## src/i2cs_pkg.sv

```systemverilog
// Shared types and constants for the I2C master transfer sequencer
package i2cs_pkg;

    localparam int CMD_DEPTH_DEF  = 16;
    localparam int DATA_DEPTH_DEF = 256;

    localparam int FLAG_SB   = 0;
    localparam int FLAG_ADDR = 1;
    localparam int FLAG_TXE  = 2;
    localparam int FLAG_BTF  = 3;
    localparam int FLAG_RXNE = 4;
    localparam int FLAG_NACK = 5;

    typedef enum logic [2:0] {
        OP_LOAD_CMD  = 3'd0,
        OP_LOAD_DATA = 3'd1,
        OP_START_WR  = 3'd2,
        OP_START_RD  = 3'd3,
        OP_EVENT     = 3'd4,
        OP_BUS_ERR   = 3'd5
    } t_op;

    typedef enum logic [1:0] {
        CTL_KEEP    = 2'd0,
        CTL_ENABLE  = 2'd1,
        CTL_DISABLE = 2'd2
    } t_ctl;

    typedef enum logic [1:0] {
        ERR_OK   = 2'd0,
        ERR_NACK = 2'd1,
        ERR_BUS  = 2'd2
    } t_err;

    typedef struct packed {
        logic [2:0] operation;
        logic [6:0] slave_address;
        logic [4:0] cmd_length;
        logic [7:0] transfer_length;
        logic [7:0] byte_index;
        logic [7:0] byte_in;
        logic [5:0] status_flags;
    } t_item;

    typedef struct packed {
        logic       drive_valid;
        logic [7:0] drive_byte;
        logic       request_start;
        logic       request_stop;
        t_ctl       ack_control;
        t_ctl       buffer_irq_control;
        logic       rx_valid;
        logic [7:0] rx_byte;
        logic [7:0] rx_index;
        logic       done_res;
        t_err       error_code;
    } t_result;

endpackage

```

## src/i2cs_store.sv

```systemverilog
// Byte store with one write port and a registered, write-forwarding read port
module i2cs_store #(
    parameter int DEPTH = i2cs_pkg::CMD_DEPTH_DEF,
    parameter int AW    = (DEPTH > 1) ? $clog2(DEPTH) : 1
) (
    input  logic          i_clk,
    input  logic          i_wr_en,
    input  logic [AW-1:0] i_wr_addr,
    input  logic [7:0]    i_wr_data,
    input  logic [AW-1:0] i_rd_addr,
    output logic [7:0]    o_rd_data
);

    logic [7:0] r_mem [DEPTH];
    logic [7:0] r_rd_data;

    always_ff @(posedge i_clk) begin
        if (i_wr_en) begin
            r_mem[i_wr_addr] <= i_wr_data;
        end
    end

    always_ff @(posedge i_clk) begin
        if (i_wr_en && (i_wr_addr == i_rd_addr)) begin
            r_rd_data <= i_wr_data;
        end else begin
            r_rd_data <= r_mem[i_rd_addr];
        end
    end

    assign o_rd_data = r_rd_data;

endmodule

```

## src/i2cs_core.sv

```systemverilog
// Transfer state, counters and per-request decision logic
module i2cs_core #(
    parameter int CMD_DEPTH  = i2cs_pkg::CMD_DEPTH_DEF,
    parameter int DATA_DEPTH = i2cs_pkg::DATA_DEPTH_DEF,
    parameter int CAW        = (CMD_DEPTH > 1) ? $clog2(CMD_DEPTH) : 1,
    parameter int DAW        = (DATA_DEPTH > 1) ? $clog2(DATA_DEPTH) : 1
) (
    input  logic              i_clk,
    input  logic              i_rst_n,
    input  logic              i_go,
    input  i2cs_pkg::t_item   i_item,
    input  logic [7:0]        i_cmd_rd_data,
    input  logic [7:0]        i_data_rd_data,
    output i2cs_pkg::t_result o_result,
    output logic              o_cmd_wr_en,
    output logic [CAW-1:0]    o_cmd_wr_addr,
    output logic [CAW-1:0]    o_cmd_rd_addr,
    output logic              o_data_wr_en,
    output logic [DAW-1:0]    o_data_wr_addr,
    output logic [7:0]        o_data_wr_data,
    output logic [DAW-1:0]    o_data_rd_addr
);

    localparam int CRW = $clog2(CMD_DEPTH + 1);
    localparam int DRW = $clog2(DATA_DEPTH + 1);

    logic           r_active, n_active;
    logic [6:0]     r_target, n_target;
    logic [CRW-1:0] r_cmd_rem, n_cmd_rem;
    logic [DRW-1:0] r_wr_rem, n_wr_rem;
    logic [DRW-1:0] r_rd_rem, n_rd_rem;
    logic [CAW-1:0] r_cmd_pos, n_cmd_pos;
    logic [DAW-1:0] r_data_pos, n_data_pos;

    logic [CAW-1:0] cmd_pos_inc;
    logic [DAW-1:0] data_pos_inc;
    logic [5:0]     flags;

    assign flags        = i_item.status_flags;
    assign cmd_pos_inc  = (r_cmd_pos == CAW'(CMD_DEPTH - 1)) ? '0 : r_cmd_pos + CAW'(1);
    assign data_pos_inc = (r_data_pos == DAW'(DATA_DEPTH - 1)) ? '0 : r_data_pos + DAW'(1);

    always_ff @(posedge i_clk) begin
        if (!i_rst_n) begin
            r_active   <= 1'b0;
            r_target   <= '0;
            r_cmd_rem  <= '0;
            r_wr_rem   <= '0;
            r_rd_rem   <= '0;
            r_cmd_pos  <= '0;
            r_data_pos <= '0;
        end else begin
            r_active   <= n_active;
            r_target   <= n_target;
            r_cmd_rem  <= n_cmd_rem;
            r_wr_rem   <= n_wr_rem;
            r_rd_rem   <= n_rd_rem;
            r_cmd_pos  <= n_cmd_pos;
            r_data_pos <= n_data_pos;
        end
    end

    always_comb begin
        n_active       = r_active;
        n_target       = r_target;
        n_cmd_rem      = r_cmd_rem;
        n_wr_rem       = r_wr_rem;
        n_rd_rem       = r_rd_rem;
        n_cmd_pos      = r_cmd_pos;
        n_data_pos     = r_data_pos;
        o_result       = '0;
        o_cmd_wr_en    = 1'b0;
        o_cmd_wr_addr  = i_item.byte_index[CAW-1:0];
        o_data_wr_en   = 1'b0;
        o_data_wr_addr = i_item.byte_index[DAW-1:0];
        o_data_wr_data = i_item.byte_in;
        if (i_go) begin
            unique case (i2cs_pkg::t_op'(i_item.operation))
                i2cs_pkg::OP_LOAD_CMD: begin
                    o_cmd_wr_en = (32'(i_item.byte_index) < CMD_DEPTH);
                end
                i2cs_pkg::OP_LOAD_DATA: begin
                    o_data_wr_en = (32'(i_item.byte_index) < DATA_DEPTH);
                end
                i2cs_pkg::OP_START_WR, i2cs_pkg::OP_START_RD: begin
                    n_active   = 1'b1;
                    n_target   = i_item.slave_address;
                    n_cmd_rem  = (32'(i_item.cmd_length) > CMD_DEPTH) ?
                                 CRW'(CMD_DEPTH) : CRW'(i_item.cmd_length);
                    n_wr_rem   = '0;
                    n_rd_rem   = '0;
                    if (i2cs_pkg::t_op'(i_item.operation) == i2cs_pkg::OP_START_WR) begin
                        n_wr_rem = (32'(i_item.transfer_length) > DATA_DEPTH) ?
                                   DRW'(DATA_DEPTH) : DRW'(i_item.transfer_length);
                    end else begin
                        n_rd_rem = (32'(i_item.transfer_length) > DATA_DEPTH) ?
                                   DRW'(DATA_DEPTH) : DRW'(i_item.transfer_length);
                    end
                    n_cmd_pos  = '0;
                    n_data_pos = '0;
                    o_result.request_start = 1'b1;
                    o_result.ack_control   = i2cs_pkg::CTL_DISABLE;
                end
                i2cs_pkg::OP_EVENT: begin
                    if (r_active) begin
                        priority if (flags[i2cs_pkg::FLAG_SB]) begin
                            o_result.drive_valid = 1'b1;
                            o_result.drive_byte  = {r_target,
                                                    (r_cmd_rem == '0) && (r_wr_rem == '0)};
                        end else if (flags[i2cs_pkg::FLAG_ADDR]) begin
                            n_cmd_pos  = '0;
                            n_data_pos = '0;
                            o_result.ack_control = (r_rd_rem > DRW'(1)) ?
                                                   i2cs_pkg::CTL_ENABLE : i2cs_pkg::CTL_KEEP;
                            o_result.buffer_irq_control = i2cs_pkg::CTL_ENABLE;
                        end else if (flags[i2cs_pkg::FLAG_TXE]) begin
                            priority if (r_cmd_rem != '0) begin
                                o_result.drive_valid = 1'b1;
                                o_result.drive_byte  = i_cmd_rd_data;
                                n_cmd_pos = cmd_pos_inc;
                                n_cmd_rem = r_cmd_rem - CRW'(1);
                                if (r_cmd_rem == CRW'(1)) begin
                                    n_data_pos = '0;
                                end
                            end else if (r_wr_rem != '0) begin
                                o_result.drive_valid = 1'b1;
                                o_result.drive_byte  = i_data_rd_data;
                                n_data_pos = data_pos_inc;
                                n_wr_rem   = r_wr_rem - DRW'(1);
                            end else if (r_rd_rem != '0) begin
                                if (flags[i2cs_pkg::FLAG_BTF]) begin
                                    o_result.request_start = 1'b1;
                                end else begin
                                    o_result.buffer_irq_control = i2cs_pkg::CTL_DISABLE;
                                end
                            end else begin
                                o_result.request_stop = 1'b1;
                                o_result.done_res     = 1'b1;
                                o_result.error_code   = i2cs_pkg::ERR_OK;
                                n_active              = 1'b0;
                            end
                        end else if (flags[i2cs_pkg::FLAG_RXNE]) begin
                            if (r_rd_rem != '0) begin
                                o_data_wr_en   = 1'b1;
                                o_data_wr_addr = r_data_pos;
                                o_result.rx_valid = 1'b1;
                                o_result.rx_byte  = i_item.byte_in;
                                o_result.rx_index = 8'(r_data_pos);
                                n_data_pos = data_pos_inc;
                                n_rd_rem   = r_rd_rem - DRW'(1);
                                if (r_rd_rem == DRW'(1)) begin
                                    o_result.done_res   = 1'b1;
                                    o_result.error_code = i2cs_pkg::ERR_OK;
                                    n_active            = 1'b0;
                                end else if (r_rd_rem == DRW'(2)) begin
                                    o_result.ack_control  = i2cs_pkg::CTL_DISABLE;
                                    o_result.request_stop = 1'b1;
                                end
                            end
                        end
                    end
                end
                i2cs_pkg::OP_BUS_ERR: begin
                    if (flags[i2cs_pkg::FLAG_NACK]) begin
                        o_result.request_stop = 1'b1;
                        if (r_active) begin
                            o_result.done_res   = 1'b1;
                            o_result.error_code = i2cs_pkg::ERR_NACK;
                        end
                    end else if (r_active) begin
                        o_result.done_res   = 1'b1;
                        o_result.error_code = i2cs_pkg::ERR_BUS;
                    end
                    n_active = 1'b0;
                end
                default: begin
                    n_active = r_active;
                end
            endcase
        end
    end

    assign o_cmd_rd_addr  = n_cmd_pos;
    assign o_data_rd_addr = n_data_pos;

endmodule

```

## src/i2c_master_transfer_sequencer.sv

```systemverilog
// Top level of the I2C master transfer sequencer
//
// Requests enter on the in channel (i_in_valid / o_in_stall) with the fields
// operation, slave_address, cmd_length, transfer_length, byte_index, byte_in
// and status_flags. Every request produces exactly one result on the out
// channel (o_out_valid / i_out_stall): drive byte, start/stop requests, ACK and
// buffer event control, received byte with index, done and error code.
// A request is registered at acceptance and evaluated, once the output register
// can take a result, against the transfer counters and the prefetched store
// words; the result lands in the output register. One request is accepted
// every cycle while o_in_stall is low. The command and data stores
// each have one write and one registered read port; their read address
// follows the next position so the word is ready when the request is evaluated.
// A stalled result holds in the output register; the input register keeps
// taking a request until it is full, then o_in_stall rises.
// Synchronous reset clears the transfer state and both valid flags; store
// contents are undefined until loaded.
module i2c_master_transfer_sequencer #(
    parameter int CMD_DEPTH  = i2cs_pkg::CMD_DEPTH_DEF,
    parameter int DATA_DEPTH = i2cs_pkg::DATA_DEPTH_DEF
) (
    input  logic       i_clk,
    input  logic       i_rst_n,
    input  logic       i_in_valid,
    output logic       o_in_stall,
    input  logic [2:0] i_operation,
    input  logic [6:0] i_slave_address,
    input  logic [4:0] i_cmd_length,
    input  logic [7:0] i_transfer_length,
    input  logic [7:0] i_byte_index,
    input  logic [7:0] i_byte_in,
    input  logic [5:0] i_status_flags,
    output logic       o_out_valid,
    input  logic       i_out_stall,
    output logic       o_drive_valid,
    output logic [7:0] o_drive_byte,
    output logic       o_request_start,
    output logic       o_request_stop,
    output logic [1:0] o_ack_control,
    output logic [1:0] o_buffer_irq_control,
    output logic       o_rx_valid,
    output logic [7:0] o_rx_byte,
    output logic [7:0] o_rx_index,
    output logic       o_done_res,
    output logic [1:0] o_error_code
);

    localparam int CAW = (CMD_DEPTH > 1) ? $clog2(CMD_DEPTH) : 1;
    localparam int DAW = (DATA_DEPTH > 1) ? $clog2(DATA_DEPTH) : 1;

    logic              r_in_valid;
    i2cs_pkg::t_item   r_item;
    logic              r_out_valid;
    i2cs_pkg::t_result r_result;

    i2cs_pkg::t_result core_result;
    logic              advance;
    logic              go;
    logic              cmd_wr_en;
    logic [CAW-1:0]    cmd_wr_addr;
    logic [CAW-1:0]    cmd_rd_addr;
    logic [7:0]        cmd_rd_data;
    logic              data_wr_en;
    logic [DAW-1:0]    data_wr_addr;
    logic [7:0]        data_wr_data;
    logic [DAW-1:0]    data_rd_addr;
    logic [7:0]        data_rd_data;

    assign advance    = !r_out_valid || !i_out_stall;
    assign go         = r_in_valid && advance;
    assign o_in_stall = r_in_valid && !advance;

    always_ff @(posedge i_clk) begin
        if (!i_rst_n) begin
            r_in_valid <= 1'b0;
        end else if (!o_in_stall) begin
            r_in_valid <= i_in_valid;
        end
    end

    always_ff @(posedge i_clk) begin
        if (i_in_valid && !o_in_stall) begin
            r_item <= '{operation:       i_operation,
                        slave_address:   i_slave_address,
                        cmd_length:      i_cmd_length,
                        transfer_length: i_transfer_length,
                        byte_index:      i_byte_index,
                        byte_in:         i_byte_in,
                        status_flags:    i_status_flags};
        end
    end

    always_ff @(posedge i_clk) begin
        if (!i_rst_n) begin
            r_out_valid <= 1'b0;
        end else if (advance) begin
            r_out_valid <= r_in_valid;
        end
    end

    always_ff @(posedge i_clk) begin
        if (go) begin
            r_result <= core_result;
        end
    end

    i2cs_core #(
        .CMD_DEPTH  (CMD_DEPTH),
        .DATA_DEPTH (DATA_DEPTH),
        .CAW        (CAW),
        .DAW        (DAW)
    ) u_core (
        .i_clk          (i_clk),
        .i_rst_n        (i_rst_n),
        .i_go           (go),
        .i_item         (r_item),
        .i_cmd_rd_data  (cmd_rd_data),
        .i_data_rd_data (data_rd_data),
        .o_result       (core_result),
        .o_cmd_wr_en    (cmd_wr_en),
        .o_cmd_wr_addr  (cmd_wr_addr),
        .o_cmd_rd_addr  (cmd_rd_addr),
        .o_data_wr_en   (data_wr_en),
        .o_data_wr_addr (data_wr_addr),
        .o_data_wr_data (data_wr_data),
        .o_data_rd_addr (data_rd_addr)
    );

    i2cs_store #(
        .DEPTH (CMD_DEPTH),
        .AW    (CAW)
    ) u_cmd_store (
        .i_clk     (i_clk),
        .i_wr_en   (cmd_wr_en),
        .i_wr_addr (cmd_wr_addr),
        .i_wr_data (r_item.byte_in),
        .i_rd_addr (cmd_rd_addr),
        .o_rd_data (cmd_rd_data)
    );

    i2cs_store #(
        .DEPTH (DATA_DEPTH),
        .AW    (DAW)
    ) u_data_store (
        .i_clk     (i_clk),
        .i_wr_en   (data_wr_en),
        .i_wr_addr (data_wr_addr),
        .i_wr_data (data_wr_data),
        .i_rd_addr (data_rd_addr),
        .o_rd_data (data_rd_data)
    );

    assign o_out_valid          = r_out_valid;
    assign o_drive_valid        = r_result.drive_valid;
    assign o_drive_byte         = r_result.drive_byte;
    assign o_request_start      = r_result.request_start;
    assign o_request_stop       = r_result.request_stop;
    assign o_ack_control        = r_result.ack_control;
    assign o_buffer_irq_control = r_result.buffer_irq_control;
    assign o_rx_valid           = r_result.rx_valid;
    assign o_rx_byte            = r_result.rx_byte;
    assign o_rx_index           = r_result.rx_index;
    assign o_done_res           = r_result.done_res;
    assign o_error_code         = r_result.error_code;

endmodule

```

## config.mk

```make
export PLATFORM = sky130hd
export DESIGN_NAME = i2c_master_transfer_sequencer
export DESIGN_NICKNAME = d
export VERILOG_FILES = /design/src/i2cs_pkg.sv /design/src/i2cs_store.sv /design/src/i2cs_core.sv /design/src/i2c_master_transfer_sequencer.sv
export SDC_FILE = /design/constraint.sdc
export NUM_CORES = 2
export LEC_CHECK = 0
export ABC_AREA = 1
export ABC_CLOCK_PERIOD_IN_PS = 4200
export BUFFER_PORTS_ARGS = -buffer_cell sky130_fd_sc_hd__buf_2
export CAP_MARGIN = 20
export CORE_MARGIN = 5
export CORE_UTILIZATION = 59
export CTS_BUF_LIST = sky130_fd_sc_hd__clkbuf_8
export DETAILED_ROUTE_END_ITERATION = 8
export HOLD_SLACK_MARGIN = 0.06
export PLACE_DENSITY = 0.75
export RECOVER_POWER = 50
export SLEW_MARGIN = 20
export SYNTH_ARGS = -nofsm -noshare
export SYNTH_HDL_FRONTEND = slang
export SYNTH_SLANG_ARGS = --single-unit
```

## constraint.sdc

```tcl
create_clock -name i_clk -period 4.2 [get_ports i_clk]
set_clock_uncertainty 0.15 [all_clocks]
set_input_delay 0.84 -clock i_clk [delete_from_list [all_inputs] [get_ports i_clk]]
set_output_delay 0.84 -clock i_clk [all_outputs]
set_load 0.01 [all_outputs]
```

# [Word level (Yosys, flattened, before mapping)]
# Memory sizes are Yosys's and may differ from the RTL's. A register that Yosys moved wholly into a read port is not among the register bits.
# Cells that the tools add are included.
[word_totals] regBits=125 ramBits=2176 out_inout_bits=37 word_cells=208 memories=2
[classes] add_sub_neg=5 order_cmp=3 eq_ne=20 mux=117 bitwise_logic=5 reduce_logical=28
[memory_table] name="u_data_store.r_mem" words=256 word_bits=8 rd=1 rd_clocked_by_memory_dff=1 wr=1 line="i2cs_store.sv:14" text="logic [7:0] r_mem [DEPTH];"
[memory_table] name="u_cmd_store.r_mem" words=16 word_bits=8 rd=1 rd_clocked_by_memory_dff=1 wr=1 line="i2cs_store.sv:14"
[ops] op="8-bit two-way mux" count=21
[ops] op="9-bit two-way mux" count=15
[ops] op="20-bit two-way mux" count=3
[ops] op="26-bit two-way mux" count=2
[ops] op="3-bit two-way mux" count=12
[ops] op="9-bit case mux with 2 select lines" count=2
[ops] op="4-bit two-way mux" count=8
[ops] op="5-bit two-way mux" count=6
[ops] op="1-bit two-way mux" count=28
[ops] op="9-bit nonzero test" count=2
[ops] op="9-bit by 1-bit subtractor with 9-bit output (second input constant)" count=2
[ops] op="17-bit two-way mux" count=1
[ops] op="2-bit two-way mux" count=8
[ops] op="8-bit case mux with 2 select lines" count=1
[ops] op="8-bit AND reduction" count=2
[ops] op="2-bit != test (second input constant)" count=6
[ops] op="11-bit two-way mux" count=1
[ops] op="10-bit two-way mux" count=1
[ops] op="5-bit case mux with 2 select lines" count=1
[ops] op="9-bit by 1-bit equality test with 1-bit output (second input constant)" count=1
[ops] op="9-bit by 2-bit equality test with 1-bit output (second input constant)" count=1
[ops] op="9-bit by 1-bit greater-than comparator with 1-bit output (second input constant)" count=1
[ops] op="9-bit zero test" count=1
[ops] op="8-bit by 1-bit adder with 8-bit output (second input constant)" count=1
[ops] op="other kinds (32)" count=51

# [Longest topological paths before layout]
[depth] ltp_word=11 ltp_mapped=19 ltp_nobuf=16

# [Hierarchy]
# A second synthesis with hierarchy kept.
[unflattened] cells_unflattened=8226 area_unflattened_um2=95138.7
[modules_own_cells] mod="i2cs_store (u_data_store)" n_inst=1 cells_each=7003 area_each_um2=83396.2 seq_area_each_um2=61659.1
[modules_own_cells] mod="i2cs_store (u_cmd_store)" n_inst=1 cells_each=547 area_each_um2=5686.7 seq_area_each_um2=3923.8
[modules_own_cells] mod="i2cs_core" n_inst=1 cells_each=583 area_each_um2=3558.4 seq_area_each_um2=860.8
[modules_own_cells] mod="i2c_master_transfer_sequencer" n_inst=1 cells_each=93 area_each_um2=2497.4 seq_area_each_um2=2442.3

# [Worst setup path after synthesis]
# Ideal clock, no wire load.
[synth_timing] kind="register to register" startpoint="reg r_item[6] (netlist name)" endpoint="mem u_cmd_store.r_mem[0][0], data pin" setup_time_ns=0.859 arrival_time_ns=3.426 required_ns=3.191 slack_ns=-0.235 stages_incl_launch_ff=1 n_path_buf=0 cell_sequence="edfxtp_1"
[synth_lines] item="start, declared" line="i2c_master_transfer_sequencer.sv:52" text="i2cs_pkg::t_item r_item;"
[synth_lines] item="start signal, assigned" line="i2c_master_transfer_sequencer.sv:83" text="r_item <= '{operation: i_operation,"
[synth_lines] item="end, declared" line="i2cs_store.sv:14"
# No word-level cell before the write port.

# [Worst setup path in the final report]
[layout_timing] startpoint="reg u_core.r_rd_rem[4]" endpoint="mem u_data_store.r_mem[100][5] (enable)"
[layout_between] elab_chain_len=11 word_cells_on_any_way=19
[layout_lines] item="start, declared" line="i2cs_core.sv:31" text="logic [DRW-1:0] r_rd_rem, n_rd_rem;"
[layout_lines] item="start signal, assigned" line="i2cs_core.sv:57" text="r_rd_rem <= n_rd_rem;"
[layout_lines] item="9-bit nonzero test *" line="i2cs_core.sv:143" text="if (r_rd_rem != '0) begin"
[layout_lines] item="1-bit two-way mux" line="i2cs_core.sv:143"
[layout_lines] item="1-bit two-way mux" line="i2cs_core.sv:142" text="end else if (flags[i2cs_pkg::FLAG_RXNE]) begin"
[layout_lines] item="1-bit two-way mux" line="i2cs_core.sv:116" text="end else if (flags[i2cs_pkg::FLAG_TXE]) begin"
[layout_lines] item="1-bit two-way mux" line="i2cs_core.sv:110" text="end else if (flags[i2cs_pkg::FLAG_ADDR]) begin"
[layout_lines] item="1-bit two-way mux" line="i2cs_core.sv:106" text="priority if (flags[i2cs_pkg::FLAG_SB]) begin"
[layout_lines] item="1-bit two-way mux" line="i2cs_core.sv:105" text="if (r_active) begin"
[layout_lines] item="1-bit case mux with 2 select lines" line="i2cs_core.sv:78" text="unique case (i2cs_pkg::t_op'(i_item.operation))"
[layout_lines] item="1-bit two-way mux" line="i2cs_core.sv:77" text="if (i_go) begin"
[layout_lines] item="1-bit two-way mux" line="i2cs_store.sv:18" text="if (i_wr_en) begin"
[layout_lines] item="1-bit two-way mux (not written as such)" line="i2cs_store.sv:19" text="r_mem[i_wr_addr] <= i_wr_data;"
[layout_lines] item="end, declared" line="i2cs_store.sv:14"
# Every way passes the cells marked *; elsewhere a longest branch is shown, timed or not.

==> qor.yml <==
crit_type: "reg -> reg"
synth_cell_types: 43
die_y_um: 409
status: "complete, but fails checks"
period_needed_ns: 3.95
grt_pass1_wl_um: 376000
grt_max_degree: 210
worst-path-max-fanout: 18
dieArea_um2: 167000
clkSinkCount: 2313
num-fill-cells: 11400
num_vias: 65400
setup_viol: 0
grt.overflow.total: 0
drv_slew: 2110
min_path_type: "reg -> reg"
crit_path_end_kind: "flip-flop"
hold_viol: 0
final-instance-count-excl-fill: 10600
first_global_vias: 62900
ys_ff_latch: 2313
worstSkewPairLatency_ns: 1.04
violations: "capacitance limit, slew limit"
synth-edff-count: 2256
vdd_drop_max_v: 0.000416
cp.arrival_ns: 4.46
cts_buffers: 375
cts_max_path_buffers: 4
required_ns: 4.71
dp.final_hpwl_um: 148000
via_per_inst: 6.16
drc: 0
synth_cells: 8101
p_leak_uw: 0.0368
ctsHtreeMaxLevel: 5
max_slew_margin: -1.20
ys_seq_area_frac: 0.733
syn_area_um2: 94000
io_pins: 86
rsz0062_at_grt: "false"
dp.cells: 9919
core_area_um2: 158000
grt_usage: 0.297
fin_nets: 8333
max_freq_mhz: 253
area_growth_pct: 10.5
portBuffers: 85
cts_setup_buffers: 0
cts_root_buf: "clkbuf_8"
avgSynthCellArea_um2: 11.6
power_density_nw_per_um2: 427
synthFlopType: "edfxtp_1"
final_util: 0.656
place_congestion: 0.943
period_share: 0.940
syn_nets: 8161
antenna_left: 0
first_pass_iters: 9
ys_async_sr_fraction: 0
rows: 146
wire_per_inst_um: 23.9
initial_core_util: 0.593
startpoint_type: "flip-flop"
seqCellArea_um2: 68900
drt-total-wl_um: 254000
drive_above_1_share: 0.0872
clkTransAtPathRegs_ns: 0.06
antenna_found_initial: 7
dr.first_iter.drc_count: 9177
die_w_um: 409
worst_slew_pin_slew_ns: 3.30
multi_input_comb_area_um2: 22600
cts_tree: "built"
drv_cap: 29
yosys_warnings: 0
metrics by stage:
stage / power [uW] / hold WS (ns) / cell area (um2) / setup slack, ns / setup TNS (ns)
after floorplan: 26400 / 0.294 / 94000 / -0.235 / -511.28
after global placement: 26900 / 0.313 / 97000 / 0.259 / 0
after detailed placement: 26900 / 0.310 / 97000 / 0.177 / 0
after CTS: 44500 / 0.287 / 104000 / 0.294 / 0
after global routing: 45700 / 0.341 / 104000 / 0.101 / 0
final: 44400 / 0.326 / 104000 / 0.250 / 0
power by group:
part,internal (uW),leakage (uW),switching [uW]
clock network,9300,0.00381,8610
registers,25400,0.0208,62.1
logic,149,0.0122,796
total,34900,0.0368,9460
cells by family after synthesis:
logic type / share of synthesized area
xor+xnor: 0.000745
simple gates: 0.224
flops: 0.733
compound gates: 0.0147
fa+ha+maj: 0.00146
buf+inv: 0.0264
sequential cells by signal, summed over array words and instances, names as in the netlist, 2 cells and up, named ones only:
name                  count
u_core.r_cmd_rem          5
o_error_code              2
o_buffer_irq_control      2
r_item                   45
u_data_store.r_mem     2048
u_cmd_store.r_mem       128
o_rx_byte                 8
u_core.r_rd_rem           9
o_drive_byte              8
u_core.r_data_pos         8
o_rx_index                8
o_ack_control             2
u_core.r_wr_rem           9
u_core.r_cmd_pos          4
u_core.r_target           7
cell type report:
type / count / area share
inverters: 125 / 0.00479
well taps: 2072 / 0.0250
repair buffers: 315 / 0.0242
clock buffers: 384 / 0.0509
diodes: 9 / 0.000217
flip-flops and latches: 2313 / 0.663
multi-input cells: 5143 / 0.218
clock inverters: 260 / 0.0139
final timing paths:
| kind | from | endpoint | slack, ns | cells after the start |
|---|---|---|---|---|
| hold / removal | r_item[37] | u_core.r_target[2] | 0.33 | 2 |
| setup / recovery | u_core.r_rd_rem[4] | u_data_store.r_mem[100][5] | 0.25 | 13 |
| hold reg to reg | r_item[37] | u_core.r_target[2] | 0.33 | 2 |
| setup reg to reg | u_core.r_rd_rem[4] | u_data_store.r_mem[100][5] | 0.25 | 13 |
critical path: stages (launching register included):
cell and delay [ns]:
dfxtp_1 0.34, nor2_1 0.19, nand2_1 0.09, inv_2 0.08, nand3_2 0.10, nand2_1 0.18, inv_2 0.06, nand4_4 0.07
buf_4 0.26, o21a_1 0.44, clkinvlp_4 0.48, nand2_1 0.19, buf_4 0.57, nor2_1 0.33
Yosys cell counts, types with 16 or more instances:
| master | n | area (um2) |
|---|---|---|
| nand2_1 | 2469 | 9270 |
| inv_1 | 109 | 409 |
| o311ai_0 | 16 | 140 |
| dfxtp_1 | 57 | 1140 |
| a22oi_1 | 16 | 120 |
| clkbuf_1 | 419 | 1570 |
| nor2_1 | 364 | 1370 |
| nand3_1 | 2008 | 10000 |
| buf_1 | 60 | 225 |
| a21oi_1 | 102 | 510 |
| buf_2 | 39 | 195 |
| edfxtp_1 | 2256 | 67700 |
| o21ai_0 | 60 | 300 |
layer usage:
layer  track usage  vias to the layer above  wire length (um)
met3        0.0727                      698             31000
met2         0.464                     4524            117000
met5             0                        -                 0
met1         0.402                    31200             93500
met4         0.133                        0             12000
li1              -                    29100                 -
cells in the final DEF (no fill, tap or decap), types with 12 or more instances in the layout:
cell type	instances
o311ai_0	16
bufinv_16	14
clkbuf_1	23
nand2_1	2470
dlygate4sd3_1	49
dfxtp_1	51
inv_2	12
a21oi_1	102
nand2_2	13
buf_2	77
clkbuf_8	384
edfxtp_1	2256
inv_1	207
clkinv_1	96
buf_12	29
clkinv_2	39
clkbuf_2	22
buf_4	113
nor2_1	363
o21ai_0	60
a22oi_1	16
nand3_1	2008
what timing repair did:
item                       in CTS  in global routing
setup endpoints to repair       0                 11
hold endpoints to repair       65                  0
resized for setup               0                  1
hold buffers                   49                  0
Power figures use the tool's default switching activity.
